<file path="src/hw/rtl/csc_pkg.sv">
package csc_pkg;

    // Conversion codes held in the mode register
    localparam logic [2:0] MODE_RGB_HSL = 3'd0;
    localparam logic [2:0] MODE_HSL_HSV = 3'd1;
    localparam logic [2:0] MODE_HSV_RGB = 3'd2;
    localparam logic [2:0] MODE_RGB_HSV = 3'd3;
    localparam logic [2:0] MODE_HSV_HSL = 3'd4;
    localparam logic [2:0] MODE_HSL_RGB = 3'd5;

    // Common denominator of the HSV-to-RGB and HSL-to-RGB channel formulas
    localparam logic [22:0] DEN_FULL = 23'd2304000;

    // Number of quotient bits, one divider cell per bit
    localparam int QUO_BITS = 8;

    // One component before division: num = mul_a * mul_b + addend, over den
    typedef struct packed {
        logic signed [27:0] mul_a;
        logic signed [15:0] mul_b;
        logic signed [35:0] addend;
        logic [22:0]        den;
    } t_term;

    typedef struct packed {
        logic        valid;
        logic [7:0]  alpha;
        t_term [2:0] term;
    } t_front_bus;

    // One component inside the divider chain
    typedef struct packed {
        logic [31:0] rem;
        logic [23:0] div;
        logic        force_zero;
        logic        force_sat;
        logic [7:0]  quo;
    } t_div_lane;

    typedef struct packed {
        logic            valid;
        logic [7:0]      alpha;
        t_div_lane [2:0] lane;
    } t_cell_bus;

    // Term that rounds to a plain value or ratio, no product
    function automatic t_term term_ratio(input logic signed [35:0] num,
                                         input logic [22:0] den);
        t_term t;
        t.mul_a  = '0;
        t.mul_b  = '0;
        t.addend = num;
        t.den    = den;
        return t;
    endfunction

endpackage

</file>
<file path="src/hw/rtl/csc_scale.sv">
module csc_scale (
    input  logic                i_clk,
    input  logic                i_rst_n,
    input  logic                i_en,
    input  csc_pkg::t_front_bus i_bus,
    output csc_pkg::t_cell_bus  o_bus
);

    logic               r_valid;
    logic [7:0]         r_alpha;
    logic signed [35:0] r_num [3];
    logic [22:0]        r_den [3];
    logic signed [43:0] prod [3];
    logic signed [37:0] x [3];
    logic [23:0]        y [3];
    csc_pkg::t_cell_bus n_bus, r_bus;

    // Form the full numerator with the one product of each component
    always_comb begin
        for (int i = 0; i < 3; i++) begin
            prod[i] = i_bus.term[i].mul_a * i_bus.term[i].mul_b;
        end
    end

    always_ff @(posedge i_clk) begin
        if (!i_rst_n) begin
            r_valid <= 1'b0;
        end else if (i_en) begin
            r_valid <= i_bus.valid;
        end
    end

    always_ff @(posedge i_clk) begin
        if (i_en) begin
            r_alpha <= i_bus.alpha;
            for (int i = 0; i < 3; i++) begin
                r_num[i] <= prod[i][35:0] + i_bus.term[i].addend;
                r_den[i] <= i_bus.term[i].den;
            end
        end
    end

    // Round half up: floor((2n + d) / 2d), flag negative and overflow
    always_comb begin
        n_bus.valid = r_valid;
        n_bus.alpha = r_alpha;
        for (int i = 0; i < 3; i++) begin
            x[i] = $signed({r_num[i][35], r_num[i], 1'b0}) + $signed({15'd0, r_den[i]});
            y[i] = {r_den[i], 1'b0};
            n_bus.lane[i].rem        = x[i][31:0];
            n_bus.lane[i].div        = y[i];
            n_bus.lane[i].force_zero = x[i][37];
            n_bus.lane[i].force_sat  = !x[i][37] && (x[i][36:0] >= {5'd0, y[i], 8'd0});
            n_bus.lane[i].quo        = '0;
        end
    end

    always_ff @(posedge i_clk) begin
        if (!i_rst_n) begin
            r_bus.valid <= 1'b0;
        end else if (i_en) begin
            r_bus <= n_bus;
        end
    end

    assign o_bus = r_bus;

endmodule

</file>
<file path="config.mk">
export PLATFORM = sky130hd
export DESIGN_NAME = csc_scale
export DESIGN_NICKNAME = d
export VERILOG_FILES = /design/src/hw/rtl/csc_pkg.sv /design/src/hw/rtl/csc_scale.sv
export SDC_FILE = /design/constraint.sdc
export NUM_CORES = 2
export LEC_CHECK = 0
export BUFFER_PORTS_ARGS = -buffer_cell sky130_fd_sc_hd__buf_2
export CORE_MARGIN = 5
export CORE_UTILIZATION = 48
export CTS_CLUSTER_SIZE = 14
export DETAILED_ROUTE_END_ITERATION = 7
export GPL_TIMING_DRIVEN = 0
export PLACE_DENSITY_LB_ADDON = 0.05
export SLEW_MARGIN = 0
export SYNTH_ARGS = -nofsm -noshare
export SYNTH_HDL_FRONTEND = slang
export SYNTH_SLANG_ARGS = --single-unit
export TNS_END_PERCENT = 100
</file>
<file path="constraint.sdc">
create_clock -name i_clk -period 11.85 [get_ports i_clk]
set_input_delay 3.555 -clock i_clk [delete_from_list [all_inputs] [get_ports i_clk]]
set_output_delay 3.555 -clock i_clk [all_outputs]
set_load 0.005 [all_outputs]
</file>
[Word level (Yosys, flattened, before mapping)]
Memory sizes are Yosys's and may differ from the RTL's.
Cells that the tools add are included.
W data, S select, Z words.
Storage, ports and cells
  RAM bits: 177
  memories kept: 2
  bits in latches: 0
  bits of input ports: 321
  logic and storage cells: 39
  ROM bits: 0
  register bits after elaboration: 189
  output and inout bits: 207
Memories
  r_num: words 3, width 36, rd ports 3, clocked after memory_dff 0, wr ports 3, line csc_scale.sv:11  | logic signed [35:0] r_num [3];
  r_den: words 3, width 23, rd ports 3, clocked after memory_dff 0, wr ports 3, line csc_scale.sv:12  | logic [22:0] r_den [3];
Cells by class
  bitwise gates (word level): 0
  add/sub/neg operators: 6
  magnitude comparators: 3
  div/mod/pow operators: 0
  reduce and logical (&&, ||, !) cells: 7
  multipliers: 3
  multiplexer cells: 2
  equal/unequal tests: 0
  shift-type cells: 0
Operator list (count)
  $add A37 B24 Y38: 3
  $ge A37 B32 Y1: 3
  $add A36 B36 Y36: 3
  $mul A28 B16 Y36: 3
  $logic_and A1 B1 Y1: 3
  $logic_not A1 Y1: 3
  $mux W1: 2
  $reduce_and A2 Y1: 1

[Depth between registers and ports, before layout]
An unclocked memory read counts as a cell.
  word-level depth: 4
  depth in mapped cells: 26
  depth with buffers taken out: 24

[Worst setup path after synthesis]
Ideal clock, no wire load.
  kind: input to register
  start point: input port i_bus[272] (netlist name)
  end point: memory r_num[2][35], in the netlist r_num[0][107] (data pin)
  data arrival time: 9.570 ns
  setup time: 0.259 ns
  setup slack: 2.020 ns
  stages: 23
  path buffers: 2
  required time: 11.591 ns
  cell sequence: clkbuf_1 > clkbuf_1 > nand2_1 > fa_1 > inv_1 > fa_1 > fa_1 > fa_1 > fa_1 > inv_1 > fa_1 > inv_1 > ha_1 > and3_1 > a221o_1 > a221oi_1 > o21ai_0 > and3_1 > a221oi_1 > a21oi_1 > a31o_2 > a21oi_1 > xnor2_1
RTL lines
  start: declaration: line csc_scale.sv:5  | input csc_pkg::t_front_bus i_bus,
  end: declaration: line csc_scale.sv:11

==> results.toml <==
[detailed_routing]
via_count = 42900
antenna_left = 0
drt-initial-drc-count = 2814
drt-wirelength-per-cell_um = 21.7
wirelength_um = 180000
post-route-drc-count = 0
detail_route.first_pass.iterations = 5
via_per_inst = 5.20

[floorplan]
fp.dieArea_mm2 = 0.131
start_util_pct = 48.2
ios = 528
die_h_um = 362
coreArea_mm2 = 0.124
core.rowCount = 129
die_width_um = 362

[global_route]
grt_use_met1_pct = 38.1
grt_overflow = 0
grt.total_usage_pct = 27.7
grtUsageMet3_pct = 5.67
grt_pass1_wl_um = 274000
grt_start_max_net_pins = 106
antenna_found_initial = 13
grt_pass1_vias = 45700
gr-max-usage-layer = "met2"
gr-usage-met2_pct = 43.9

[yosys]
syn_avg_cell_area_um2 = 9.87
synth_cell_types = 73
netlist_instances = 6045
ys_async_sr_fraction_pct = 0
syn_area_mm2 = 0.0596
synth_edf_count = 361
ys_seq_area_share_pct = 18.2
synthFlopType = "edfxtp_1"
ys_seq_elements = 363
ys.warnings.count = 0

[status]
status = "completed"

[clock_tree]
clkLatencyLatePin_ns = 0.59
post_cts_resized = 0
cts_buffers = 42
cts_max_level = 2
cts_tree = "done"
cts_max_path_buffers = 3
cts_hold_buf = 0
cts_num_sinks = 363
path_clk_slew_ns = 0.05
root_buffer = "clkbuf_16"
postCtsSetupBuffers = 0

[setup_path]
arrival_ns = 11.53
crit_slowest_cell = "clkbuf_1"
required_ns = 12.13
cpPeakStageDelay_ns = 0.69
setup.worst_path.end_class = "flop"
critical_path_class = "input port to flop"
r2r_end = "o_bus[140]"
crit_buf_inv = 6
crit_top_cell = "fa_1"
reg2reg_depth = 21
worstPathMaxFanout = 10
r2r_setup_slack_ns = 5.58
regToRegStartpoint = "r_den[0][47]"
crit_end = "r_num[0][107]"
cp.depth = 24
critical_path.top_delay_family = "adder cells"
worstSetupStartpoint = "i_bus[272]"
start_kind = "input port"
path_cells = "buf_2 -> clkbuf_1 -> clkbuf_1 -> nand2_1 -> fa_1 -> inv_1 -> fa_1 -> fa_1 -> fa_1 -> fa_1 -> inv_1 -> fa_1 -> inv_1 -> ha_1 -> and3_1 -> a221o_1 -> a221oi_1 -> o21ai_0 -> and3_1 -> a221oi_1 -> a21oi_1 -> a31o_2 -> a21oi_1 -> xnor2_1"

[final_layout]
fin_area_mm2 = 0.0656
fillers = 11600
finalNetCount = 8529
areaGrowthSynthToFinish_pct = 9.94
drive_gt1_share_pct = 8.80

[placed_design]
dp_hpwl_um = 153000
placed_cell_area_mm2 = 0.0643
place_congestion = 0.916
port_buffers = 469

[job]
drv_cap = 0

[timing]
grt_setup_unrepaired = "false"
max_slew_margin_pct = 33.4
hold_viol = 0
drv_slew = 0
worst_pin_slew_ns = 0.999
setup_viol = 0
finalCritPeriodShare_pct = 95.0
post-route-min-period_ns = 11.25
finalSetupTns_ns = 0
fmax_mhz = 88.9
skew_ns = 0.0288
hold_slack_ns = 0.419

[hold_path]
hp-class = "flop to flop"
layout by cell type (no fill, tap or decap), types with 14 or more instances in the layout:
master,n
buf_2,468
nand4_1,21
o21ai_0,77
xnor2_1,195
nor3_1,28
a21oi_1,144
nand2_1,779
conb_1,27
ha_1,450
a31oi_1,14
nand2b_1,47
inv_1,1418
edfxtp_1,361
o211ai_1,14
nor2_1,164
nand3_1,41
buf_4,31
and2_1,502
fa_1,1170
nor2b_1,28
a21o_1,72
and3_1,24
o21bai_1,19
clkbuf_16,42
xor2_1,45
o21a_1,39
clkbuf_1,209
state kept, by name, summed over array words and instances (netlist names):
signal,count
r_alpha,8
r_num,108
r_den,69
o_bus,177
r_valid,1
worst min path at each step:
| stage | end | slack (ns) | cells past startpoint | start |
|---|---|---|---|---|
| after global routing | o_bus[198] | 0.44 | 0 | r_alpha[0] |
| after floorplan | o_bus[198] | 0.40 | 0 | r_alpha[0] |
| after CTS | o_bus[198] | 0.42 | 0 | r_alpha[0] |
| after detailed placement | o_bus[205] | 0.41 | 0 | r_alpha[7] |
| after global placement | o_bus[205] | 0.40 | 0 | r_alpha[7] |
| final | o_bus[198] | 0.42 | 0 | r_alpha[0] |
cell usage after synthesis (6+ instances only):
library cell | n | area share [%]
a21oi_1 | 144 | 1.2
o31a_1 | 7 | 0.10
a31o_2 | 6 | 0.088
ha_1 | 450 | 9.4
and3_1 | 24 | 0.25
nor4_1 | 7 | 0.073
or4_1 | 7 | 0.088
a211o_1 | 9 | 0.13
o2111ai_1 | 7 | 0.10
xnor2_1 | 195 | 2.9
nor3b_1 | 6 | 0.076
inv_1 | 1418 | 8.9
o21ai_0 | 77 | 0.65
clkbuf_1 | 203 | 1.3
o211ai_1 | 14 | 0.18
and2_1 | 503 | 5.3
a31oi_1 | 14 | 0.15
o21bai_1 | 19 | 0.24
nor2_1 | 164 | 1.0
a21boi_0 | 9 | 0.11
nor2b_1 | 28 | 0.29
o31ai_1 | 7 | 0.088
nand3_1 | 41 | 0.34
edfxtp_1 | 361 | 18
or3_1 | 6 | 0.063
buf_4 | 31 | 0.39
nand2b_1 | 47 | 0.49
a211oi_1 | 12 | 0.15
nor3_1 | 28 | 0.23
buf_1 | 7 | 0.044
a21o_1 | 72 | 0.91
xor2_1 | 45 | 0.66
nand4_1 | 21 | 0.22
nand2_1 | 779 | 4.9
o21a_1 | 39 | 0.49
fa_1 | 1170 | 39
metrics by stage:
stage,utilization [%],setup WS [ns],std cells
4_1_cts,53.0,0.687,8252
3_3_place_gp,51.9,-2.27,8177
2_1_floorplan,-,2.02,6071
3_5_place_dp,52.0,0.0788,8181
6_report,53.0,0.597,8259
5_1_grt,53.0,0.167,8255
routing by layer:
metal	vias up	wire [um]	part of all wire [%]
met5	-	40	0.022
met4	6	7520	4.2
met3	311	14400	8.0
met2	1546	81100	45
met1	21700	76400	43
li1	19300	-	-
logic make-up after synthesis:
family / count (synthesis) / synth area share, %
AO/OA/AOI/OAI: 481 / 5.25
AND/OR/NAND/NOR: 1676 / 13.6
flip-flops: 363 / 18.2
XOR/XNOR: 240 / 3.52
buffers and inverters: 1661 / 10.6
multiplexers: 3 / 0.0587
adder cells (fa/ha/maj): 1620 / 48.7
other: 1 / 0.00629
final cells by class:
type                    count  area [um^2]  share of cell area, %
clock inverters            21          191                  0.292
multi-input cells        4047        42500                   64.8
diodes                      7         17.5                 0.0267
flip-flops and latches    363        10900                   16.6
well taps                1637         2050                   3.12
clock buffers              50         1100                   1.68
repair buffers            473         2470                   3.76
inverters                1420         5330                   8.13
plain buffers             241         1020                   1.56
Power is left out: the tool's default activity adds up to more than one toggle a clock period on the data nets, which glitch-free logic cannot reach.
