File: src/hw/rtl/csc_pkg.sv
package csc_pkg;

    // Conversion codes held in the mode register
    localparam logic [2:0] MODE_RGB_HSL = 3'd0;
    localparam logic [2:0] MODE_HSL_HSV = 3'd1;
    localparam logic [2:0] MODE_HSV_RGB = 3'd2;
    localparam logic [2:0] MODE_RGB_HSV = 3'd3;
    localparam logic [2:0] MODE_HSV_HSL = 3'd4;
    localparam logic [2:0] MODE_HSL_RGB = 3'd5;

    // Common denominator of the HSV-to-RGB and HSL-to-RGB channel formulas
    localparam logic [22:0] DEN_FULL = 23'd2304000;

    // Number of quotient bits, one divider cell per bit
    localparam int QUO_BITS = 8;

    // One component before division: num = mul_a * mul_b + addend, over den
    typedef struct packed {
        logic signed [27:0] mul_a;
        logic signed [15:0] mul_b;
        logic signed [35:0] addend;
        logic [22:0]        den;
    } t_term;

    typedef struct packed {
        logic        valid;
        logic [7:0]  alpha;
        t_term [2:0] term;
    } t_front_bus;

    // One component inside the divider chain
    typedef struct packed {
        logic [31:0] rem;
        logic [23:0] div;
        logic        force_zero;
        logic        force_sat;
        logic [7:0]  quo;
    } t_div_lane;

    typedef struct packed {
        logic            valid;
        logic [7:0]      alpha;
        t_div_lane [2:0] lane;
    } t_cell_bus;

    // Term that rounds to a plain value or ratio, no product
    function automatic t_term term_ratio(input logic signed [35:0] num,
                                         input logic [22:0] den);
        t_term t;
        t.mul_a  = '0;
        t.mul_b  = '0;
        t.addend = num;
        t.den    = den;
        return t;
    endfunction

endpackage

File: src/hw/rtl/csc_div_cell.sv
module csc_div_cell #(
    parameter int BIT = 7
) (
    input  logic               i_clk,
    input  logic               i_rst_n,
    input  logic               i_en,
    input  csc_pkg::t_cell_bus i_bus,
    output csc_pkg::t_cell_bus o_bus
);

    logic [31:0]        shifted [3];
    csc_pkg::t_cell_bus n_bus, r_bus;

    // Decide one quotient bit per component: compare and subtract
    always_comb begin
        n_bus = i_bus;
        for (int i = 0; i < 3; i++) begin
            shifted[i] = 32'(i_bus.lane[i].div) << BIT;
            if (i_bus.lane[i].rem >= shifted[i]) begin
                n_bus.lane[i].rem      = i_bus.lane[i].rem - shifted[i];
                n_bus.lane[i].quo[BIT] = 1'b1;
            end
        end
    end

    // Hand the partial result to the next cell
    always_ff @(posedge i_clk) begin
        if (!i_rst_n) begin
            r_bus.valid <= 1'b0;
        end else if (i_en) begin
            r_bus <= n_bus;
        end
    end

    assign o_bus = r_bus;

endmodule

File: config.mk
export PLATFORM = sky130hd
export DESIGN_NAME = csc_div_cell
export DESIGN_NICKNAME = d
export VERILOG_FILES = /design/src/hw/rtl/csc_pkg.sv /design/src/hw/rtl/csc_div_cell.sv
export SDC_FILE = /design/constraint.sdc
export NUM_CORES = 1
export LEC_CHECK = 0
export ABC_CLOCK_PERIOD_IN_PS = 19000
export BUFFER_PORTS_ARGS = -buffer_cell sky130_fd_sc_hd__buf_2
export CAP_MARGIN = 25
export CORE_AREA = 2 2 161 163
export CTS_CLUSTER_SIZE = 24
export DETAILED_ROUTE_END_ITERATION = 10
export DIE_AREA = 0 0 163 165
export PLACE_DENSITY = 0.74
export SETUP_SLACK_MARGIN = 0.1
export SLEW_MARGIN = 40
export SYNTH_ARGS = -nofsm -noshare
export SYNTH_HDL_FRONTEND = slang
export SYNTH_SLANG_ARGS = --single-unit
File: constraint.sdc
create_clock -name i_clk -period 19 [get_ports i_clk]
set_clock_uncertainty 0.15 [all_clocks]
set_input_delay 1.9 -clock i_clk [delete_from_list [all_inputs] [get_ports i_clk]]
set_output_delay 1.9 -clock i_clk [all_outputs]
set_load 0.01 [all_outputs]
# Word level (Yosys, flattened, before mapping)

Index checks and enable logic that the tools add are counted.

Register bits after elaboration: 207
Input port bits: 210
Output and inout port bits: 207
Word-level logic and storage cells: 30

$add $sub $neg: 3
Magnitude comparators: 3
Mux-type cells: 3
Reductions and logical operators: 1

Operator list:

| kind                                         | number |
|---|---|
| greater-or-equal comparator 32 x 31 -> 1 bit | 3 |
| 2-to-1 mux 32 bit                            | 3 |
| subtractor 32 x 31 -> 32 bit                 | 3 |
| AND reduction 2 bit                          | 1 |

# Depth between registers and ports, before layout

Gate-level depths: netlist of the first run.

Depth in word-level cells: 2
Mapped depth: 12
Mapped depth without buffers: 11

# Worst setup path before layout of the first run

Ideal clock, no wire load.

Path type: input to register
Start point: input port i_en
End point: register r_bus (netlist bit o_bus[0]) (enable)
Setup time: 591 ps
Arrival: 6571 ps
Required time: 18259 ps
Setup slack: 11688 ps
Cell stages on the path: 1
Buffers on the path: 0
Cell sequence: and2_1

Word-level cells in the longest chain between the ends: 1

Ends and longest elaborated chain:

| what                                 | RTL line           | text |
|---|---|---|
| start: declaration                   | csc_div_cell.sv:6  | `input logic i_en,` |
| AND reduction 2 bit (no source line) | -                  |  |
| end signal: assignment               | csc_div_cell.sv:31 | `r_bus <= n_bus;` |
| end: declaration                     | csc_div_cell.sv:12 | `csc_pkg::t_cell_bus n_bus, r_bus;` |

No other way between the ends.
A chain may end at the register's enable or synchronous reset.

==> impl_metrics.py, run 1 <==
metrics = {
    "finish": {
        "final_area_um2": 14400,
        "final_cells": 1751,
        "fin_nets": 1686,
        "layout-drive-gt1-share": 0.359,
        "largest_register_ffs": 207,
        "final_util": 0.577,
        "area_growth_pct": 28.2,
    },
    "clock_tree": {
        "clk_latency_ps": 510,
        "cts_resized": 0,
        "post_cts_buffers": 0,
        "cts.sinks": 207,
        "root_buffer": "clkbuf_16",
        "hold_buffers": 0,
        "clk_path_buf_depth": 3,
        "cts_buffers": 23,
        "cts_tree": "built",
        "path_clk_slew_ps": 60,
        "cts_htree_levels": 1,
    },
    "yosys": {
        "synthArstFlopShare": 0,
        "syn_nets": 1262,
        "yosysUniqueCellTypes": 72,
        "yosys.area.top_type_share": 0.549,
        "ys_ff_latch": 207,
        "netlist_area_um2": 11300,
        "syn_area_per_cell_um2": 11.5,
        "synth_most_common_cell": "edfxtp_1",
        "synth_area_leader_cell": "edfxtp_1",
        "synth-edff-count": 206,
        "yosysSeqAreaShare": 0.551,
        "ys_top_cells_by_count": "206 x edfxtp_1, 116 x a21oi_1, 93 x inv_1",
        "ys_warn_count": 0,
        "synth_area_leaders": "edfxtp_1 55%, ha_1 8.0%, a21oi_1 5.2%",
        "synth_ff_type": "edfxtp_1",
        "synthCells": 977,
    },
    "power": {
        "power_switching_mw": 0.349,
        "ir_drop_v": 0.0000693,
        "intPower_mw": 0.923,
        "p_clk_frac": 0.335,
        "p_comb_frac": 0.223,
        "power_frac_seq": 0.441,
        "switching_share": 0.275,
        "p_leak_nw": 6.44,
        "powerDensity_nw_per_um2": 88.1,
    },
    "global_routing": {
        "grt_overflow": 0,
        "antenna_found_initial": 6,
        "grt_pass1_wl_mm": 46.3,
        "grt_pass1_vias": 8889,
        "track_usage": 0.222,
        "grt_max_degree": 82,
    },
    "sta": {
        "period_share": 0.242,
        "finalCriticalPeriod_ps": 4590,
        "whs_ps": 425,
        "fin_tns_setup_ps": 0,
        "fmax_ghz": 0.218,
        "tightest_slew_ps": 757,
        "hold_viol_final": 0,
        "setup_viol": 0,
        "maxSlewViolCount": 0,
        "rsz0062_at_grt": "false",
        "slew_headroom": 0.495,
    },
    "floorplan": {
        "coreArea_um2": 25000,
        "fp.dieArea_um2": 26900,
        "fp.dieW_um": 163,
        "die-height_um": 165,
        "rows": 58,
        "start_util": 0.450,
        "num_io_pins": 417,
    },
    "setup_path": {
        "worst_ep_required_time_ps": 19110,
        "startpoint_type": "input port",
        "worstSetupPathType": "in2reg",
        "cp_max_fo": 25,
        "cp.arrival_ps": 4700,
        "end_kind": "flop",
    },
    "routing": {
        "vias": 9262,
        "avgViaCountPerCell": 5.29,
        "dr.pass1.iters": 5,
        "routed_wl_mm": 31.5,
        "route.detailed.drc": 0,
        "wl_per_cell_um": 18.0,
        "drt_iter0_drc": 489,
        "drtAntennaViolNets": 0,
    },
    "placed_design": {
        "place.gp.congestion": 0.863,
        "dpl.cell_count": 1704,
        "placed_area_um2": 13700,
        "hpwl_mm": 24.7,
        "io_buffers": 416,
    },
    "hold_path": {
        "hp-class": "reg2reg",
    },
    "status": {
        "status": "finished, final reports clean",
    },
    "flow_run": {
        "max_cap_violations": 0,
    },
}
## kinds of logic (layout without fill, tap and decap cells)
logic type / after synthesis / after routing / synth area share
compound gates: 265 / 265 / 0.150
xor+xnor: 59 / 59 / 0.0459
fa+ha+maj: 75 / 75 / 0.0853
buf+inv: 117 / 557 / 0.0427
flops: 207 / 207 / 0.551
mux: 25 / 25 / 0.0254
other cells: 0 / 4 / 0
simple gates: 229 / 229 / 0.0996
## area by class of cell
cell class	instances	area (um^2)
fillers	2133	10600
well taps	330	413
inverters	93	349
repair buffers	423	2160
multi-input cells	653	4590
flip-flops and latches	207	6210
clock inverters	11	113
clock buffers	30	602
diodes	4	10.0
## power by group through the flow
stage	clock, mW	sequential [mW]	combinational (mW)
2_1_floorplan	0	0.595	0.159
3_3_place_gp	0	0.570	0.276
3_5_place_dp	0	0.571	0.281
4_1_cts	0.440	0.562	0.282
5_1_grt	0.459	0.564	0.312
6_report	0.427	0.562	0.284
## placed cells by master (no fill, tap or decap), types with 7 or more instances in the layout
| cell type | instances |
|---|---|
| a21o_1 | 20 |
| a21oi_1 | 116 |
| a31oi_1 | 16 |
| and3_1 | 13 |
| buf_2 | 416 |
| clkbuf_1 | 7 |
| clkbuf_16 | 23 |
| edfxtp_1 | 206 |
| ha_1 | 72 |
| inv_1 | 93 |
| mux2_2 | 21 |
| nand2_1 | 48 |
| nand3_1 | 22 |
| nor2_1 | 75 |
| nor2b_1 | 14 |
| nor3_1 | 11 |
| o21a_1 | 14 |
| o21ai_0 | 41 |
| xnor2_1 | 34 |
| xor2_1 | 25 |
## stage by stage
step / power [mW] / setup slack (ps)
after detailed placement: 0.852 / 13720
after floorplan: 0.753 / 11690
final: 1.27 / 14410
after global placement: 0.846 / 13830
after CTS: 1.28 / 14270
after global routing: 1.33 / 14250
## per-layer routing
| metal | routed length, um | vias up | track usage |
|---|---|---|---|
| met2 | 15100 | 426 | 0.381 |
| met4 | 1100 | 8 | 0.0817 |
| met1 | 12300 | 4281 | 0.262 |
| met5 | 51 | - | 0 |
| li1 | - | 4471 | - |
| met3 | 2940 | 76 | 0.0696 |
## worst paths after layout
check	startpoint	to	slack, ps	depth (start not counted)
max	i_bus[153]	o_bus[186]	14410	11
min	o_bus[206]	o_bus[206]	430	2
max reg2reg	o_bus[206]	o_bus[206]	18210	2
min reg2reg	o_bus[206]	o_bus[206]	430	2
## critical path, stage by stage
cell and delay, ps:
buf_2 130, inv_1 50, ha_1 390, nand2_1 70, o21ai_0 250, a21o_1 150, a21oi_1 60, o31ai_1 280
a41o_1 640, buf_4 410, mux2_2 370
(Power assumes the default switching activity.)
==> inputs of run 2 (changes only) <==
--- a/config.mk
+++ b/config.mk
@@ -5,14 +5,14 @@
 export SDC_FILE = /design/constraint.sdc
 export NUM_CORES = 1
 export LEC_CHECK = 0
-export ABC_CLOCK_PERIOD_IN_PS = 19000
+export ABC_CLOCK_PERIOD_IN_PS = 3900
 export BUFFER_PORTS_ARGS = -buffer_cell sky130_fd_sc_hd__buf_2
 export CAP_MARGIN = 25
-export CORE_AREA = 2 2 161 163
+export CORE_MARGIN = 2
+export CORE_UTILIZATION = 45
 export CTS_CLUSTER_SIZE = 24
 export DETAILED_ROUTE_END_ITERATION = 10
-export DIE_AREA = 0 0 163 165
-export PLACE_DENSITY = 0.74
+export PLACE_DENSITY = 0.77
 export SETUP_SLACK_MARGIN = 0.1
 export SLEW_MARGIN = 40
 export SYNTH_ARGS = -nofsm -noshare
==> constraint.sdc (replaced) <==
create_clock -name i_clk -period 3.9 [get_ports i_clk]
set_clock_uncertainty 0.15 [all_clocks]
set_input_delay 0.39 -clock i_clk [delete_from_list [all_inputs] [get_ports i_clk]]
set_output_delay 0.39 -clock i_clk [all_outputs]
set_load 0.01 [all_outputs]
==> impl_metrics.py, run 2 (synthesized netlist as in run 1, its figures left out) <==
metrics = {
    "floorplan": {
        "num_io_pins": 417,
        "die-height_um": 162,
        "rows": 57,
        "coreArea_um2": 24500,
        "fp.dieW_um": 162,
        "start_util": 0.461,
        "fp.dieArea_um2": 26300,
    },
    "clock_tree": {
        "cts_tree": "built",
        "post_cts_buffers": 0,
        "cts_resized": 0,
        "cts.sinks": 207,
        "clk_latency_ps": 510,
        "root_buffer": "clkbuf_16",
        "clk_path_buf_depth": 3,
        "cts_htree_levels": 1,
        "cts_buffers": 24,
        "path_clk_slew_ps": 60,
        "hold_buffers": 131,
    },
    "power": {
        "finalPower_mw": 6.40,
        "powerDensity_nw_per_um2": 404,
        "ir_drop_v": 0.000351,
        "p_leak_nw": 7.04,
    },
    "routing": {
        "drt_iter0_drc": 675,
        "route.detailed.drc": 0,
        "avgViaCountPerCell": 5.34,
        "dr.pass1.iters": 8,
        "wl_per_cell_um": 18.2,
        "drtAntennaViolNets": 0,
        "routed_wl_mm": 34.3,
        "vias": 10000,
    },
    "hold_path": {
        "hold_path_startpoint": "i_bus[104]",
        "holdPathStages": 1,
        "hold_end": "o_bus[104]",
        "hp-class": "in2reg",
    },
    "finish": {
        "largest_register_ffs": 207,
        "area_growth_pct": 40.6,
        "final_area_um2": 15800,
        "layout_commonest_cell": "buf_2",
        "layout-drive-gt1-share": 0.332,
        "final_cell_mix": "416 x buf_2, 206 x edfxtp_1, 131 x dlygate4sd3_1, 116 x a21oi_1, 93 x inv_1",
        "fin_nets": 1822,
    },
    "setup_path": {
        "cp_max_fo": 4,
        "worst_ep_required_time_ps": 4010,
        "r2r_start": "o_bus[206]",
        "end_kind": "flop",
        "worstSetupPathType": "in2reg",
        "startpoint_type": "input port",
        "cp.arrival_ps": 3610,
        "r2r_slack_ps": 3140,
        "r2r-end": "o_bus[206]",
        "ff2ff_path_depth": 2,
    },
    "sta": {
        "fmax_ghz": 0.286,
        "rsz0062_at_grt": "false",
        "whs_ps": 17.8,
        "setup_viol": 0,
        "finalCriticalPeriod_ps": 3500,
        "hold_viol_final": 0,
        "fin_tns_setup_ps": 0,
        "tightest_slew_ps": 759,
        "period_share": 0.897,
        "slew_headroom": 0.494,
        "maxSlewViolCount": 0,
    },
    "global_routing": {
        "grt_max_degree": 56,
        "antenna_found_initial": 2,
        "grt_pass1_wl_mm": 51.9,
        "grt_overflow": 0,
        "grt_pass1_vias": 10100,
        "track_usage": 0.249,
    },
    "placed_design": {
        "place.gp.congestion": 0.908,
        "hpwl_mm": 24.5,
        "placed_area_um2": 13800,
        "io_buffers": 416,
    },
    "status": {
        "status": "finished, final reports clean",
    },
    "flow_run": {
        "max_cap_violations": 0,
    },
}
-- run 2: cell types whose count changed in the layout (fill, tap and decap cells not counted), sizes merged --
cell,previous run,this run
diode,4,2
dlygate4sd3,0,131
inv,94,93
buf,423,427
bufinv,2,1
clkbuf,30,29
clkinv,5,11
-- run 2: metal layers --
layer	wire length, um	global-route usage	share of wire
met5	0	0	0
met4	1320	0.0990	0.039
met3	3210	0.0582	0.093
met1	12900	0.293	0.38
met2	16900	0.440	0.49
-- run 2: critical path, cell delays in order --
cell and delay, ps:
dlygate4sd3_1 540, buf_2 140, ha_1 260, fa_1 480, nor2b_4 140, o31a_1 200, o311a_1 260, nor3_1 90
o21ai_0 580, o221ai_1 230, xor2_1 190, a21oi_1 90
-- run 2: layout make-up --
cell class                 instances  area [um^2]
fill                            1824         8620
sequential                       207         6210
multi-input combinational        653         4590
timing repair buffer             558         3540
clock buffer                      29          641
tap                              324          405
inverter                          93          349
clock inverter                    15          106
antenna                            2         5.00
-- run 2: report_power, final --
group	internal (mW)	total, mW	switching [mW]	leakage, nW
registers	2.69	2.74	0.0506	1.95
logic	0.688	1.52	0.836	4.73
clock network	1.24	2.14	0.906	0.361
total	4.61	6.40	1.79	7.04
-- run 2: how the worst max path moves through the flow --
stage / from / end / cells past startpoint
global route: i_bus[142] / o_bus[195] / 12
global placement: i_bus[16] / o_bus[58] / 11
floorplan: i_rst_n / o_bus[0] / 1
finish: i_bus[142] / o_bus[195] / 12
detailed placement: i_bus[11] / o_bus[58] / 11
CTS: i_bus[11] / o_bus[54] / 12
-- run 2: per-stage QoR --
step                       util  cells  worst slack, ps
after floorplan               -    977              375
after global placement    0.563   1704              563
after detailed placement  0.563   1704              499
after CTS                 0.647   1879              512
after global routing      0.648   1881              309
final                     0.648   1881              401
