`src/hw/rtl/csc_pkg.sv`:
```
package csc_pkg;

    // Conversion codes held in the mode register
    localparam logic [2:0] MODE_RGB_HSL = 3'd0;
    localparam logic [2:0] MODE_HSL_HSV = 3'd1;
    localparam logic [2:0] MODE_HSV_RGB = 3'd2;
    localparam logic [2:0] MODE_RGB_HSV = 3'd3;
    localparam logic [2:0] MODE_HSV_HSL = 3'd4;
    localparam logic [2:0] MODE_HSL_RGB = 3'd5;

    // Common denominator of the HSV-to-RGB and HSL-to-RGB channel formulas
    localparam logic [22:0] DEN_FULL = 23'd2304000;

    // Number of quotient bits, one divider cell per bit
    localparam int QUO_BITS = 8;

    // One component before division: num = mul_a * mul_b + addend, over den
    typedef struct packed {
        logic signed [27:0] mul_a;
        logic signed [15:0] mul_b;
        logic signed [35:0] addend;
        logic [22:0]        den;
    } t_term;

    typedef struct packed {
        logic        valid;
        logic [7:0]  alpha;
        t_term [2:0] term;
    } t_front_bus;

    // One component inside the divider chain
    typedef struct packed {
        logic [31:0] rem;
        logic [23:0] div;
        logic        force_zero;
        logic        force_sat;
        logic [7:0]  quo;
    } t_div_lane;

    typedef struct packed {
        logic            valid;
        logic [7:0]      alpha;
        t_div_lane [2:0] lane;
    } t_cell_bus;

    // Term that rounds to a plain value or ratio, no product
    function automatic t_term term_ratio(input logic signed [35:0] num,
                                         input logic [22:0] den);
        t_term t;
        t.mul_a  = '0;
        t.mul_b  = '0;
        t.addend = num;
        t.den    = den;
        return t;
    endfunction

endpackage

```
`src/hw/rtl/csc_front.sv`:
```
module csc_front (
    input  logic                  i_clk,
    input  logic                  i_rst_n,
    input  logic                  i_en,
    input  logic                  i_valid,
    input  logic [31:0]           i_word,
    input  logic [2:0]            i_mode,
    output csc_pkg::t_front_bus   o_bus
);

    // Stage 1 inputs
    logic [7:0]         s_a, s_b, s_c, s_mx, s_mn, s_d;
    logic signed [17:0] s_sa, s_sb, s_sc, s_sd, s_hue_raw, s_hue;
    logic [2:0]         s_sect;
    logic [5:0]         s_f;

    // Stage 1 registers
    logic               r_s1_valid;
    logic [2:0]         r_mode;
    logic [7:0]         r_alpha, r_a, r_b, r_c, r_mx, r_mn, r_d;
    logic signed [17:0] r_hue;
    logic [2:0]         r_sect;
    logic [13:0]        r_fb;
    logic [15:0]        r_bc;
    logic [16:0]        r_cqb;
    logic signed [18:0] r_t1;
    logic [16:0]        r_k;

    // Stage 2 logic
    logic [8:0]         mm_sum;
    logic [16:0]        v240;
    logic signed [19:0] q5, p5;
    logic signed [20:0] qp5;
    logic signed [27:0] qp255;
    logic signed [15:0] m1, m2, m3, m4;
    logic signed [15:0] m_sel [3];
    logic signed [27:0] c255;
    logic signed [17:0] den4;
    logic signed [9:0]  t_raw [3];
    logic [7:0]         t_wrap [3];
    csc_pkg::t_term     n_term [3];
    csc_pkg::t_front_bus r_bus;

    // Max, min and hue of the source components
    assign s_a = i_word[23:16];
    assign s_b = i_word[15:8];
    assign s_c = i_word[7:0];

    always_comb begin
        s_mx = (s_a > s_b) ? s_a : s_b;
        if (s_c > s_mx) s_mx = s_c;
        s_mn = (s_a < s_b) ? s_a : s_b;
        if (s_c < s_mn) s_mn = s_c;
        s_d  = s_mx - s_mn;
        s_sa = $signed({10'd0, s_a});
        s_sb = $signed({10'd0, s_b});
        s_sc = $signed({10'd0, s_c});
        s_sd = $signed({10'd0, s_d});
        if (s_mx == s_a) begin
            s_hue_raw = 18'(40 * (s_sb - s_sc));
        end else if (s_mx == s_b) begin
            s_hue_raw = 18'(40 * (s_sc - s_sa) + 80 * s_sd);
        end else begin
            s_hue_raw = 18'(40 * (s_sa - s_sb) + 160 * s_sd);
        end
        s_hue = (s_hue_raw < 0) ? 18'(s_hue_raw + 240 * s_sd) : s_hue_raw;
    end

    // Hue sector and offset for HSV to RGB
    always_comb begin
        s_sect = {2'd0, s_a >= 8'd40} + {2'd0, s_a >= 8'd80} + {2'd0, s_a >= 8'd120}
               + {2'd0, s_a >= 8'd160} + {2'd0, s_a >= 8'd200};
        s_f    = 6'(s_a - 8'(40 * s_sect));
    end

    // Capture stage 1
    always_ff @(posedge i_clk) begin
        if (!i_rst_n) begin
            r_s1_valid <= 1'b0;
        end else if (i_en) begin
            r_s1_valid <= i_valid;
        end
    end

    always_ff @(posedge i_clk) begin
        if (i_en) begin
            r_mode  <= i_mode;
            r_alpha <= i_word[31:24];
            r_a     <= s_a;
            r_b     <= s_b;
            r_c     <= s_c;
            r_mx    <= s_mx;
            r_mn    <= s_mn;
            r_d     <= s_d;
            r_hue   <= s_hue;
            r_sect  <= s_sect;
            r_fb    <= s_f * s_b;
            r_bc    <= s_b * s_c;
            r_cqb   <= s_c * (9'd240 + {1'b0, s_b});
            r_t1    <= $signed({1'b0, s_b}) * $signed(10'd480 - {1'b0, s_c, 1'b0});
            r_k     <= s_c * (9'd480 - {1'b0, s_b});
        end
    end

    // Shared values for the modes
    always_comb begin
        mm_sum = {1'b0, r_mx} + {1'b0, r_mn};
        v240   = 17'(240 * r_b + 240 * r_c - r_bc);
        q5     = $signed((r_c < 8'd120) ? {3'd0, r_cqb}
                                        : 20'(240 * r_c + 240 * r_b - r_bc));
        p5     = $signed({3'd0, 17'(480 * r_c)}) - q5;
        qp5    = 21'(q5) - 21'(p5);
        qp255  = 28'(qp5 * 255);
        m1     = 16'sd9600;
        m2     = 16'(40 * (240 - r_b));
        m3     = 16'(9600 - r_fb);
        m4     = 16'(9600 - 40 * r_b + r_fb);
        c255   = $signed({12'd0, 16'(r_c * 255)});
        den4   = $signed(18'(115200 - r_k));
        t_raw[0] = $signed({2'd0, r_a}) + 10'sd80;
        t_raw[1] = $signed({2'd0, r_a});
        t_raw[2] = $signed({2'd0, r_a}) - 10'sd80;
        for (int i = 0; i < 3; i++) begin
            if (t_raw[i] < 0) begin
                t_wrap[i] = 8'(t_raw[i] + 10'sd240);
            end else if (t_raw[i] > 10'sd240) begin
                t_wrap[i] = 8'(t_raw[i] - 10'sd240);
            end else begin
                t_wrap[i] = t_raw[i][7:0];
            end
        end
        case (r_sect)
            3'd0: begin m_sel[0] = m1; m_sel[1] = m4; m_sel[2] = m2; end
            3'd1: begin m_sel[0] = m3; m_sel[1] = m1; m_sel[2] = m2; end
            3'd2: begin m_sel[0] = m2; m_sel[1] = m1; m_sel[2] = m4; end
            3'd3: begin m_sel[0] = m2; m_sel[1] = m3; m_sel[2] = m1; end
            3'd4: begin m_sel[0] = m4; m_sel[1] = m2; m_sel[2] = m1; end
            default: begin m_sel[0] = m1; m_sel[1] = m2; m_sel[2] = m3; end
        endcase
    end

    // Build numerator and denominator of each output component
    always_comb begin
        n_term[0] = csc_pkg::term_ratio(36'(r_a), 23'd1);
        n_term[1] = csc_pkg::term_ratio(36'(r_b), 23'd1);
        n_term[2] = csc_pkg::term_ratio(36'(r_c), 23'd1);
        case (r_mode)
            csc_pkg::MODE_RGB_HSL, csc_pkg::MODE_RGB_HSV: begin
                if (r_mode == csc_pkg::MODE_RGB_HSL) begin
                    n_term[2] = csc_pkg::term_ratio(36'(mm_sum * 120), 23'd255);
                end else begin
                    n_term[2] = csc_pkg::term_ratio(36'(r_mx * 240), 23'd255);
                end
                if (r_d == 8'd0) begin
                    n_term[0] = csc_pkg::term_ratio('0, 23'd1);
                    n_term[1] = csc_pkg::term_ratio('0, 23'd1);
                end else begin
                    n_term[0] = csc_pkg::term_ratio(36'(r_hue), 23'(r_d));
                    if (r_mode == csc_pkg::MODE_RGB_HSV) begin
                        n_term[1] = csc_pkg::term_ratio(36'(r_d * 240), 23'(r_mx));
                    end else if (mm_sum < 9'd255) begin
                        n_term[1] = csc_pkg::term_ratio(36'(r_d * 240), 23'(mm_sum));
                    end else begin
                        n_term[1] = csc_pkg::term_ratio(36'(r_d * 240),
                                                        23'(10'd510 - {1'b0, mm_sum}));
                    end
                end
            end
            csc_pkg::MODE_HSL_HSV: begin
                if (r_c == 8'd0) begin
                    n_term[1] = csc_pkg::term_ratio('0, 23'd1);
                    n_term[2] = csc_pkg::term_ratio('0, 23'd1);
                end else if (r_c <= 8'd120) begin
                    n_term[1] = csc_pkg::term_ratio(36'(480 * r_b), 23'(240 + r_b));
                    n_term[2] = csc_pkg::term_ratio(36'(r_cqb), 23'd240);
                end else begin
                    n_term[1] = csc_pkg::term_ratio(36'(r_t1 * 240), 23'(v240));
                    n_term[2] = csc_pkg::term_ratio(36'(v240), 23'd240);
                end
            end
            csc_pkg::MODE_HSV_RGB: begin
                for (int i = 0; i < 3; i++) begin
                    if (r_a >= 8'd240) begin
                        n_term[i] = csc_pkg::term_ratio('0, 23'd1);
                    end else begin
                        n_term[i].mul_a  = c255;
                        n_term[i].mul_b  = m_sel[i];
                        n_term[i].addend = '0;
                        n_term[i].den    = csc_pkg::DEN_FULL;
                    end
                end
            end
            csc_pkg::MODE_HSV_HSL: begin
                if (r_c == 8'd0) begin
                    n_term[1] = csc_pkg::term_ratio('0, 23'd1);
                    n_term[2] = csc_pkg::term_ratio('0, 23'd1);
                end else begin
                    n_term[2] = csc_pkg::term_ratio(36'(r_k), 23'd480);
                    if (r_k <= 17'd57600) begin
                        n_term[1] = csc_pkg::term_ratio(36'(240 * r_b), 23'(480 - r_b));
                    end else if (den4 > 0) begin
                        n_term[1] = csc_pkg::term_ratio(36'(240 * r_bc), 23'(den4));
                    end else begin
                        n_term[1] = csc_pkg::term_ratio('0, 23'd1);
                    end
                end
            end
            csc_pkg::MODE_HSL_RGB: begin
                for (int i = 0; i < 3; i++) begin
                    if (r_b == 8'd0) begin
                        n_term[i] = csc_pkg::term_ratio(36'(r_c * 255), 23'd240);
                    end else begin
                        n_term[i].mul_a  = '0;
                        n_term[i].mul_b  = '0;
                        n_term[i].addend = 36'(10200 * p5);
                        n_term[i].den    = csc_pkg::DEN_FULL;
                        if (t_wrap[i] < 8'd40) begin
                            n_term[i].mul_a = qp255;
                            n_term[i].mul_b = $signed({8'd0, t_wrap[i]});
                        end else if (t_wrap[i] < 8'd120) begin
                            n_term[i].addend = 36'(10200 * q5);
                        end else if (t_wrap[i] < 8'd160) begin
                            n_term[i].mul_a = qp255;
                            n_term[i].mul_b = $signed({8'd0, 8'd160 - t_wrap[i]});
                        end
                    end
                end
            end
            default: begin
            end
        endcase
    end

    // Capture stage 2
    always_ff @(posedge i_clk) begin
        if (!i_rst_n) begin
            r_bus.valid <= 1'b0;
        end else if (i_en) begin
            r_bus.valid   <= r_s1_valid;
            r_bus.alpha   <= r_alpha;
            r_bus.term[0] <= n_term[0];
            r_bus.term[1] <= n_term[1];
            r_bus.term[2] <= n_term[2];
        end
    end

    assign o_bus = r_bus;

endmodule

```
`config.mk`:
```
export PLATFORM = sky130hd
export DESIGN_NAME = csc_front
export DESIGN_NICKNAME = d
export VERILOG_FILES = /design/src/hw/rtl/csc_pkg.sv /design/src/hw/rtl/csc_front.sv
export SDC_FILE = /design/constraint.sdc
export NUM_CORES = 2
export LEC_CHECK = 0
export BUFFER_PORTS_ARGS = -buffer_cell sky130_fd_sc_hd__buf_2
export CORE_ASPECT_RATIO = 1.75
export CORE_UTILIZATION = 46
export DETAILED_ROUTE_END_ITERATION = 10
export MAX_ROUTING_LAYER = met4
export PLACE_DENSITY = 0.63
export SYNTH_ARGS = -nofsm -noshare
export SYNTH_HDL_FRONTEND = slang
export SYNTH_SLANG_ARGS = --single-unit
```
`constraint.sdc`:
```
create_clock -name i_clk -period 12.5 [get_ports i_clk]
set_input_delay 0 -clock i_clk [delete_from_list [all_inputs] [get_ports i_clk]]
set_output_delay 0 -clock i_clk [all_outputs]
set_load 0.02 [all_outputs]
```
# == Word-level counts from Yosys, hierarchy flattened ==
# Cells that the tools add are included.
# word_totals
ff_bits,482
inputBits,39
out_inout_bits,318
word_cells,191
# op_classes
addsub,38
multipliers,29
n_lt_le_gt_ge,30
eq_ne,11
n_mux,46
n_reduce_logical,7
# ops
cell,count
$pmux 206 s5,1
$mux 162,3
$mux 44,9
$mux 103,3
$pmux 103 s3,1
$mux 91,3
$pmux 48 s5,1
$mux 36,6
$mux 150,1
$mux 47,2
$mul 4x8->12 const A,6
$mux 8,9
$mul 12x20->32 const A,2
$mux 18,3
$mux 23,2
$mul 4x9->13 const A,3
$mux 39,1
$add 16x16->17,2
$mul 3x8->11 const A,3
$lt 8x7->1 const B,4
$mul 3x32->13 const A,1
$mul 8x8->16 const B,2
$sub 14x14->15 const A,2
$mul 21x9->28 const B,1
other kinds (60),90

# == Longest topological paths before layout ==
# depth
ltp_word,12
ltp_mapped,54
depth_no_buf,54

# == Least setup slack after synthesis ==
# No wires, ideal clock.
# synth_path
path_type,register to register
startpoint,register r_c[2]
endpoint,register r_bus (netlist bit o_bus[308]) (data pin)
setup_ps,262
arrival_time_ps,11873
required_ps,12238
slack_ps,365
path_stages_with_launch,50
path_buffers,1
period_less_slack_ps,12135
path_cell_list,edfxtp_1 fa_1 xor2_1 ha_1 nand2b_1 ha_1 nor2b_1 o21a_1 o21ai_0 mux2_2 nor2_1 inv_1 fa_1 ha_1 and2_1 a221oi_1 o211ai_1 a21oi_1 [14 not listed] xor2_1 fa_1 inv_1 fa_1 fa_1 inv_1 fa_1 inv_1 ha_1 a21o_1 a21o_1 a21oi_1 nor3_1 a221oi_1 a21oi_1 xor2_1 nor2_1 mux2_1
# synth_between
elab_chain_cells,12
elab_cells_between_ends,16
classes_between,add/sub (4); mul (3); order compare (1); mux (7); reduce/logical (1)
# synth_rtl
item,line_no,source
start: declaration,csc_front.sv:20,"logic [7:0] r_alpha, r_a, r_b, r_c, r_mx, r_mn, r_d;"
start signal: assignment,csc_front.sv:91,r_c <= s_c;
$mul 4x8->12,"csc_front.sv:110, csc_front.sv:111",
$add 16x16->17,csc_front.sv:110,: 20'(240 * r_c + 240 * r_b - r_bc));
$sub 17x16->18,csc_front.sv:110,
$mux 20,csc_front.sv:109,"q5 = $signed((r_c < 8'd120) ? {3'd0, r_cqb}"
$sub 18x20->20,csc_front.sv:111,"p5 = $signed({3'd0, 17'(480 * r_c)}) - q5;"
$sub 20x20->21,csc_front.sv:112,qp5 = 21'(q5) - 21'(p5);
$mul 21x9->28,csc_front.sv:113,qp255 = 28'(qp5 * 255);
$mux 44,csc_front.sv:222,end else if (t_wrap[i] < 8'd160) begin
$mux 44,csc_front.sv:220,end else if (t_wrap[i] < 8'd120) begin
$mux 44,csc_front.sv:217,if (t_wrap[i] < 8'd40) begin
$mux 103,csc_front.sv:210,if (r_b == 8'd0) begin
$pmux 206 s5 *,csc_front.sv:147,case (r_mode)
end: declaration,csc_front.sv:42,csc_pkg::t_front_bus r_bus;
# Every way passes the cells marked *; elsewhere a longest branch is shown, timed or not.
# A chain may end at the register's enable or synchronous reset.

# == Final worst setup path ==
# layout_path
startpoint,register r_c[2]
endpoint,register r_bus (netlist bit o_bus[102]) (data pin)
# layout_between
elab_chain_cells,12
elab_cells_between_ends,14
classes_between,add/sub (4); mul (3); order compare (1); mux (6)
# layout_rtl
item,line_no
$mul 4x8->12,"csc_front.sv:110, csc_front.sv:111"
$add 16x16->17,csc_front.sv:110
$sub 17x16->18,csc_front.sv:110
$mux 20,csc_front.sv:109
$sub 18x20->20,csc_front.sv:111
$sub 20x20->21 *,csc_front.sv:112
$mul 21x9->28 *,csc_front.sv:113
$mux 44,csc_front.sv:222
$mux 44,csc_front.sv:220
$mux 44 *,csc_front.sv:217
$mux 103 *,csc_front.sv:210
$pmux 103 s3 *,csc_front.sv:147
# Marks and branches as above.

==> flow_summary_export.csv <==
group,metric,value,unit
logic_synthesis,ys.flop_type,"edfxtp_1",
route,vias_per_cell,5.57,
sta,worst-slew-pin-transition,1.42,ns
global_routing,grt_util_all_layers,32.5,%
die,row_count,178,
layout,multiInputGateArea,44400,um2
logic_synthesis,yosys_warnings,0,
logic_synthesis,synth_area_per_cell,9.49,um2
die,io_pins,357,
route,antenna_left,0,
sta,finalMaxSlewViolations,0,
clock_tree,insertion_delay,0.63,ns
layout,area.sequential,13000,um2
die,start_util,46.4,%
logic_synthesis,yosysMostFrequentCell,"inv_1",
layout,fin_nets,8694,
place,port_buffers,337,
hold_path,min_path_cells,2,
global_routing,grt_pass1_vias,51900,
worst_setup_path,reg2regPathDepth,49,
sta,max-slew-margin-rel,4.48,%
layout,finalNonFillerCells,8948,
logic_synthesis,syn_inst,6590,
logic_synthesis,synth.top_cell.area_share,22.2,%
die,coreArea,135000,um2
sta,finalSetupViolations,0,
sta,finalHoldViolCount,0,
worst_setup_path,reg2reg_to,"o_bus[102]",
hold_path,hp-class,"in2reg",
sta,final.period_utilization,96.0,%
route,drc,0,
worst_setup_path,cp-start-kind,"flip-flop",
worst_setup_path,worst_setup_path_end_kind,"flip-flop",
die,dieArea,138000,um2
worst_setup_path,cp.arrival,12.38,ns
sta,whs,0.0833,ns
logic_synthesis,synthTopCellsByCount,"inv_1, ha_1, fa_1",
die,fp.dieH,490,um
clock_tree,path_clk_slew,0.07,ns
logic_synthesis,yosysTopAreaCell,"fa_1",
layout,postLayoutCellArea,70000,um2
clock_tree,htreeDepth,2,
place,dpl_cell_area,67800,um2
clock_tree,cts_max_path_buffers,3,
route,drtIter0Drc,3076,
sta,fmax,0.0833,GHz
place,dp.cells,8812,
layout,fill_cells,12500,
die,dieWidth,281,um
global_routing,grt_max_degree,155,
logic_synthesis,seq_area_frac_synth,20.8,%
logic_synthesis,synth_edf_count,431,
layout,drive_gt1_share,11.2,%
route,vias,49800,
worst_setup_path,cp_common_cell,"buf_4",
place,gp_congestion,1.08,
global_routing,grt_overflow,0,
worst_setup_path,rr_startpoint,"r_c[2]",
logic_synthesis,async_flop_share,0,%
logic_synthesis,synth_area_leaders,"fa_1, edfxtp_1, ha_1",
worst_setup_path,crit_path_max_incr_delay,0.59,ns
clock_tree,cts_root_buf,"clkbuf_16",
worst_setup_path,cp_max_fo,5,
route,drt-wirelength-per-cell,24.1,um
worst_setup_path,rrSetupSlack,0.50,ns
clock_tree,cts_tree,"built",
worst_setup_path,critPathSlowestCell,"fa_1",
layout,area_growth,11.8,%
sta,period_needed,12.00,ns
global_routing,grt_pass1_wl,317000,um
route,finalWirelength,215000,um
logic_synthesis,synthesis.area,62500,um2
global_routing,antenna_found_initial,16,
clock_tree,cts_made_buffers,43,
worst_setup_path,required,12.88,ns
route,detail_route.first_pass.iterations,6,
worst_setup_path,path_class,"reg2reg",
place,hpwl,183000,um
sta,skew,0.0302,ns
run,drv_cap,0,
status,status,"completed",
clock_tree,clock_sinks,433,
logic_synthesis,synth-seq-cells,433,
hold_path,hold_end,"r_alpha[7]",
hold_path,hp-start,"i_word[31]",
logic_synthesis,synth.lib_cells_used.distinct,91,
-- flip-flops by register name, summed over array words and instances, names as in the netlist, 13 cells and up --
signal and flops:
r_hue 15, r_cqb 13, r_t1 17, o_bus 279, r_k 16, r_fb 14, r_bc 16
-- layout make-up --
cell class              instances  share of cell area (%)
clock inverters                31                   0.515
well taps                    1800                    3.22
clock buffers                  48                    1.57
multi-input cells            4743                    63.4
diodes                          9                  0.0322
repair buffers                669                    6.15
inverters                    1215                    6.52
flip-flops and latches        433                    18.6
-- cell families after synthesis --
group	count (synthesis)	synth area share (%)
flip-flops	433	20.8
XOR/XNOR	493	6.92
other	1	0.00600
AND/OR/NAND/NOR	1278	9.41
multiplexers	104	1.71
adder cells (fa/ha/maj)	1552	39.4
buffers and inverters	1432	8.83
AO/OA/AOI/OAI	1297	13.0
-- placed cells by master (no fill, tap or decap), types with 23 or more instances in the layout --
cell type,netlist,final
inv_1,1201,1200
ha_1,857,856
fa_1,693,692
edfxtp_1,431,431
nor2_1,413,412
a21oi_1,415,408
nand2_1,393,391
xnor2_1,340,338
buf_2,1,336
o21ai_0,303,297
buf_4,39,292
xor2_1,152,147
o21bai_1,107,106
a21o_1,105,105
and2_1,96,93
mux2i_1,82,82
nand3_1,66,63
nor2b_1,63,62
nor3_1,59,58
nand2b_1,55,55
clkbuf_16,0,43
a211oi_1,38,38
dlygate4sd3_1,0,38
o22ai_1,32,31
o21a_1,31,30
o211ai_1,29,29
nand4_1,25,25
a22oi_1,25,25
and3_1,24,24
or3_1,23,23
a31oi_1,24,23
-- repair_timing --
item,4_1_cts,5_1_grt
gates resized for setup,3,41
setup buffers,0,10
endpoints found under the setup margin,6,50
hold buffers,38,0
gates cloned,0,0
pin swaps,0,12
endpoints found under the hold margin,50,0
-- critical path: cells and delay by family, from the launching register on --
family | cells | cell delay [ns]
multiplexers | 2 | 0.64
XOR/XNOR | 3 | 0.48
AO/OA/AOI/OAI | 12 | 2.41
flip-flops | 1 | 0.51
AND/OR/NAND/NOR | 6 | 0.99
buffers and inverters | 14 | 1.78
adder cells (fa/ha/maj) | 12 | 4.92
-- worst max-delay path by stage --
stage                     startpoint    endpoint  slack (ns)  cells past startpoint
after detailed placement      r_c[2]  o_bus[307]       -0.18                     49
after global routing          r_c[2]  o_bus[102]       -0.02                     50
after CTS                     r_c[2]  o_bus[102]        0.05                     48
final                         r_c[2]  o_bus[102]        0.50                     49
after floorplan               r_c[2]  o_bus[308]        0.36                     49
after global placement        r_c[2]  o_bus[307]       -0.07                     49
-- metal layers --
metal / vias up / wire length [um] / global-route usage [%] / share of wire [%]
met3: 584 / 8890 / 3.16 / 4.1
met2: 1570 / 112000 / 58.1 / 52
li1: 22900 / - / - / -
met4: 0 / 18600 / 23.0 / 8.7
met1: 24800 / 75900 / 33.1 / 35
met5: - / 0 / - / 0
-- through the flow --
stage	setup slack, ns	setup TNS (ns)	util, %
2_1_floorplan	0.365	0	-
3_3_place_gp	-0.0681	-0.179	50.3
3_5_place_dp	-0.179	-0.821	50.3
4_1_cts	0.0507	0	51.7
5_1_grt	-0.0196	-0.0374	51.9
6_report	0.500	0	51.9
Power is left out: the tool's default activity adds up to more than one toggle a clock period on the data nets, which glitch-free logic cannot reach.
